File: src/design/mbe_pkg.sv
package mbe_pkg;

  localparam int SHADE_W = 8;
  localparam logic [SHADE_W-1:0] SHADE_MAX = 8'hFF;

  localparam int QUEUE_DEPTH = 2;
  localparam int QPTR_W = $clog2(QUEUE_DEPTH);
  localparam int QCNT_W = $clog2(QUEUE_DEPTH + 1);

  typedef enum logic [1:0] {
    ST_IDLE,
    ST_MUL,
    ST_ADD,
    ST_FIN
  } mbe_state_t;

endpackage

File: src/design/mbe_if.sv
interface mbe_point_if #(parameter int COORD_WIDTH = 32) ();
  logic                          valid;
  logic                          ready;
  logic signed [COORD_WIDTH-1:0] point_real;
  logic signed [COORD_WIDTH-1:0] point_imag;

  modport source (output valid, point_real, point_imag, input ready);
  modport sink   (input valid, point_real, point_imag, output ready);
endinterface

interface mbe_job_if #(parameter int COORD_WIDTH = 32) ();
  logic                          valid;
  logic                          ready;
  logic signed [COORD_WIDTH-1:0] point_real;
  logic signed [COORD_WIDTH-1:0] point_imag;
  logic                          escaped;

  modport source (output valid, point_real, point_imag, escaped, input ready);
  modport sink   (input valid, point_real, point_imag, escaped, output ready);
endinterface


File: src/design/mbe_front.sv
module mbe_front #(
  parameter int COORD_WIDTH   = 32,
  parameter int FRACTION_BITS = 28
) (
  input  logic    clk,
  input  logic    rst_n,
  mbe_point_if.sink in_point,
  mbe_job_if.source job
);
  import mbe_pkg::*;

  localparam int EW = ((COORD_WIDTH > FRACTION_BITS + 3) ? COORD_WIDTH : FRACTION_BITS + 3) + 1;
  localparam logic signed [EW-1:0] BOUND  = EW'(1) <<< (FRACTION_BITS + 1);
  localparam logic signed [EW-1:0] NBOUND = -BOUND;

  logic signed [COORD_WIDTH-1:0] qr_r [QUEUE_DEPTH];
  logic signed [COORD_WIDTH-1:0] qi_r [QUEUE_DEPTH];
  logic                          qe_r [QUEUE_DEPTH];
  logic [QPTR_W-1:0]             wr_ptr_r;
  logic [QPTR_W-1:0]             rd_ptr_r;
  logic [QCNT_W-1:0]             count_r;

  logic signed [EW-1:0] cr_x;
  logic signed [EW-1:0] ci_x;
  logic                 outside;
  logic                 push;
  logic                 pop;

  // classify: a point outside the box leaves on the first iteration
  assign cr_x    = EW'(in_point.point_real);
  assign ci_x    = EW'(in_point.point_imag);
  assign outside = (cr_x > BOUND) || (cr_x < NBOUND) || (ci_x > BOUND) || (ci_x < NBOUND);

  assign in_point.ready = (count_r != QCNT_W'(QUEUE_DEPTH));
  assign push           = in_point.valid && in_point.ready;
  assign pop            = job.valid && job.ready;

  assign job.valid      = (count_r != '0);
  assign job.point_real = qr_r[rd_ptr_r];
  assign job.point_imag = qi_r[rd_ptr_r];
  assign job.escaped    = qe_r[rd_ptr_r];

  always_ff @(posedge clk) begin
    if (push) begin
      qr_r[wr_ptr_r] <= in_point.point_real;
      qi_r[wr_ptr_r] <= in_point.point_imag;
      qe_r[wr_ptr_r] <= outside;
    end
  end

  always_ff @(posedge clk) begin
    if (!rst_n) begin
      wr_ptr_r <= '0;
      rd_ptr_r <= '0;
      count_r  <= '0;
    end else begin
      if (push) begin
        wr_ptr_r <= wr_ptr_r + QPTR_W'(1);
      end
      if (pop) begin
        rd_ptr_r <= rd_ptr_r + QPTR_W'(1);
      end
      priority if (push && !pop) begin
        count_r <= count_r + QCNT_W'(1);
      end else if (pop && !push) begin
        count_r <= count_r - QCNT_W'(1);
      end else begin
        count_r <= count_r;
      end
    end
  end

`ifndef SYNTH
  a_queue_bound: assert property (@(posedge clk) disable iff (!rst_n)
    (count_r <= QCNT_W'(QUEUE_DEPTH)) && !(push && count_r == QCNT_W'(QUEUE_DEPTH)))
    else $error("queue overfilled");
`endif

endmodule

File: src/flat_wrapper.sv
// flat-port wrapper written by rule: the top's interface ports become plain ports
module mbe_front_flat import mbe_pkg::*;
#(
  parameter int COORD_WIDTH   = 32,
  parameter int FRACTION_BITS = 28
)
  (clk, rst_n, in_point_valid, in_point_point_real, in_point_point_imag, in_point_ready, job_valid, job_point_real, job_point_imag, job_escaped, job_ready);
  mbe_point_if #(.COORD_WIDTH(COORD_WIDTH)) in_point_i ();
  mbe_job_if #(.COORD_WIDTH(COORD_WIDTH)) job_i ();
  input  logic clk;
  input  logic rst_n;
  input wire logic [$bits(in_point_i.valid)-1:0] in_point_valid;
  input wire logic [$bits(in_point_i.point_real)-1:0] in_point_point_real;
  input wire logic [$bits(in_point_i.point_imag)-1:0] in_point_point_imag;
  output wire logic [$bits(in_point_i.ready)-1:0] in_point_ready;
  output wire logic [$bits(job_i.valid)-1:0] job_valid;
  output wire logic [$bits(job_i.point_real)-1:0] job_point_real;
  output wire logic [$bits(job_i.point_imag)-1:0] job_point_imag;
  output wire logic [$bits(job_i.escaped)-1:0] job_escaped;
  input wire logic [$bits(job_i.ready)-1:0] job_ready;
  assign in_point_i.valid = in_point_valid;
  assign in_point_i.point_real = in_point_point_real;
  assign in_point_i.point_imag = in_point_point_imag;
  assign in_point_ready = in_point_i.ready;
  assign job_valid = job_i.valid;
  assign job_point_real = job_i.point_real;
  assign job_point_imag = job_i.point_imag;
  assign job_escaped = job_i.escaped;
  assign job_i.ready = job_ready;
  mbe_front #(.COORD_WIDTH(COORD_WIDTH), .FRACTION_BITS(FRACTION_BITS)) u_core (.clk(clk), .rst_n(rst_n), .in_point(in_point_i), .job(job_i));
endmodule
File: config.mk
export PLATFORM = sky130hd
export DESIGN_NAME = mbe_front_flat
export DESIGN_NICKNAME = d
export VERILOG_FILES = /design/src/design/mbe_pkg.sv /design/src/design/mbe_if.sv /design/src/design/mbe_front.sv /design/src/flat_wrapper.sv
export SDC_FILE = /design/constraint.sdc
export NUM_CORES = 1
export LEC_CHECK = 0
export BUFFER_PORTS_ARGS = -buffer_cell sky130_fd_sc_hd__clkbuf_2
export CAP_MARGIN = 40
export CORE_MARGIN = 5
export CORE_UTILIZATION = 45
export DETAILED_ROUTE_END_ITERATION = 7
export PLACE_DENSITY = 0.77
export SYNTH_ARGS = -nofsm -noshare
export SYNTH_HDL_FRONTEND = slang
export SYNTH_SLANG_ARGS = --single-unit
export TNS_END_PERCENT = 10
File: constraint.sdc
create_clock -name clk -period 7.7 [get_ports clk]
set_input_delay 0.385 -clock clk [delete_from_list [all_inputs] [get_ports clk]]
set_output_delay 0.385 -clock clk [all_outputs]
set_load 0.005 [all_outputs]
==> summary.md <==
| Metric | Value |
|---|---|
| Slew margin rel. | `45.44%` |
| Fin crit share | `between 30% and 40%` |
| Vias per cell | `5.039` |
| Total Die Area | `13610 sq um` |
| Post-route ant nets | `0` |
| Routed WL | `~10000 um` |
| First-pass GRT wire length | `15110 um` |
| Top post-synthesis cells by area | `edfxtp_1, mux2_2, dfxtp_1, nor4_1, buf_6` |
| Post-route insts no fill | `559` |
| Via count | `2817` |
| Input/output buffers | `~130` |
| Slew @ Worst Pin | `818.3 ps` |
| Power Density | `345.8 nW/um^2` |
| Crit path max fanout | `37` |
| DIE HEIGHT | `116.7 um` |
| Chip width | `116.7 um` |
| Max-slew violation count | `0` |
| H-tree depth | `4` |
| Worst VDD drop | `0.2330 mV` |
| # nets final | `472` |
| Commonest non-fill, non-tap cell in the layout | `clkbuf_2` |
| Netlist cell types | `25` |
| Most frequent cells in the layout | `clkbuf_2, edfxtp_1, mux2_2` |
| Num rows | `39` |
| Util after Layout | `approximately three fifths` |
| Syn_nets | `about 320` |
| CTS tree | `built` |
| Leading area contributor after synthesis | `edfxtp_1` |
| YS warnings | `0` |
| Total negative slack | `0 ps` |
| Seq cells post-synth | `135` |
| DRC Markers | `0` |
| Final-report hold violation count | `0` |
| Critical Path End Type | `output pin` |
| Status | `finished clean` |
| Hold buffers post-CTS | `0` |
| Max Cap Viol | `0` |
| FF/Latch Area | `4005 sq um` |
| CP required | `7320 ps` |
| Core area | `11270 sq um` |
| Leakage dissipation | `2.445 nW` |
| Synthesized cell area | `approximately 5100 sq um` |
| Delay-heaviest family, CP | `flip-flops` |
| Grt ovf | `0` |
| Wire per inst | `about 18 um` |
| Post-synthesis sequential area ratio | `between 70% and 80%` |
| Antenna cells | `0` |
| Unrepaired setup endpoints after global routing | `false` |
| Clk Latency, worst-skew pair | `400 ps` |
| Initial core utilization | `45.41%` |
| PostCTS Resize Cnt | `0` |
| Footprint of the multi-input gates | `1051 sq um` |
| Top cell type's share of synthesized area | `~76%` |
| DP HPWL | `6755 um` |
| Max incr delay on CP | `790 ps` |
| CTS Buf Count | `17` |
| Clock slew at reported path FFs | `60 ps` |
| GPL Wtd Cong | `0.7798` |
| Vias in the first global route | `2971` |
| Peak Freq | `~370 MHz` |
| Minimum clock period | `2680 ps` |
| Initial antenna violation count | `0` |
| CTS Sinks | `135` |
| I/O pins | `approximately 140` |
| Pin count of the biggest net entering global routing | `38` |
| Critical path arrival | `2300 ps` |
| WS Path Type | `register to output pin` |
| Synth Instances | `253` |
| CP max-delay cell | `dfxtp_2` |
| Share of cells above drive strength 1 | `56.49%` |
| Root Driver | `clkbuf_16` |
| Endpoints failing setup | `0` |
| Global Route Usage Sum | `15.11%` |
| Clk buf depth | `2` |
| Hold crit path type | `input pin to register` |
| First drt pass iteration count | `6` |
| Fill count | `862` |
| Area Growth Syn to Fin | `27.91%` |
| Mean Syn Cell Area | `between 20 and 25 sq um` |
| Dpl cells | `527` |
| Drt initial violations | `109` |
| CP cell instances | `buf_4 > mux2_2 > clkbuf_2` |
| Setup Buffers After CTS | `0` |
| Critical Path Source Type | `register` |
| Sum of buffers and inverters on the critical path | `2` |
| Skew final | `6.956 ps` |
==> path summary, 6_finish.rpt <==
| kind | from | endpoint | slack (ps) | depth (start not counted) |
|---|---|---|---|---|
| hold reg to reg | u_core.count_r[1] | u_core.count_r[1] | 540 | 2 |
| setup / recovery | register | job_point_imag[8] | 5020 | 3 |
| setup reg to reg | u_core.count_r[0] | u_core.qi_r[1][11] | 5480 | 3 |
| hold / removal | in_point_point_imag[8] | u_core.qi_r[1][8] | 190 | 1 |
==> through the flow <==
| stage | total power, mW | hold WS [ps] | worst slack, ps | cell area [sq um] |
|---|---|---|---|---|
| 2_1_floorplan | 1.285 | 483.9 | 3871 | 5119 |
| 3_3_place_gp | 1.458 | 518.1 | 5371 | 5932 |
| 3_5_place_dp | 1.479 | 538.4 | 5407 | 5952 |
| 4_1_cts | 2.294 | 174.3 | 4974 | 6548 |
| 5_1_grt | 2.373 | 175.7 | 4875 | 6548 |
| 6_report | 2.264 | 190.5 | 5020 | 6548 |
==> power breakdown <==
| part | internal (mW) | total [mW] | switching [mW] |
|---|---|---|---|
| clock | 0.537 | 0.812 | 0.275 |
| combinational | 0.242 | 0.463 | 0.221 |
| sequential | 0.940 | 0.990 | 0.0497 |
| total | 1.72 | 2.26 | 0.546 |
==> synth_stat cells <==
cell type	number
a21boi_1	1
and2_1	4
and3_1	1
buf_2	1
buf_4	1
buf_6	5
dfxtp_1	5
edfxtp_1	130
ha_1	1
inv_1	1
mux2_2	65
nand2_1	2
nand2_4	1
nand2b_4	1
nand3_1	2
nand4_1	4
nor2_1	1
nor4_1	14
nor4b_1	2
o211ai_1	2
o21ai_0	1
or2_4	1
or3_1	3
xnor2_1	3
xor2_1	1
==> registers in the layout (all words and copies together) (netlist names), named ones only <==
signal	count
u_core.qi_r	64
u_core.qr_r	64
u_core.count_r	2
u_core.qe_r	2
u_core.rd_ptr_r	1
u_core.wr_ptr_r	1
==> worst reg2reg max path: stages (launching register included) <==
cell and delay (ps):
dfxtp_1 400, nand2b_4 160, and3_2 730, buf_4 550
==> cell families after synthesis <==
group,count (synthesis),share of synthesized area (%)
mux,65,14.30
simple gates,36,4.595
compound gates,4,0.5376
fa+ha+maj,1,0.2444
buf+inv,8,1.418
flops,135,78.22
xor+xnor,4,0.6846
==> metal layers <==
layer,GRT usage [%],up-vias,wire [um]
met1,18.53,1375,4051
li1,-,1330,-
met2,25.02,101,4992
met4,5.734,0,91
met3,4.974,11,718
met5,0,-,0
==> area by class of cell <==
class / count / area share (%)
Sequential cell: 135 / 61.17
Multi-Input combinational cell: 110 / 16.05
Timing Repair Buffer: 138 / 10.89
Clock buffer: 21 / 6.727
Tap cell: 143 / 2.733
Clock inverter: 11 / 2.370
Inverter: 1 / 0.05733
(Power assumes the default switching activity.)
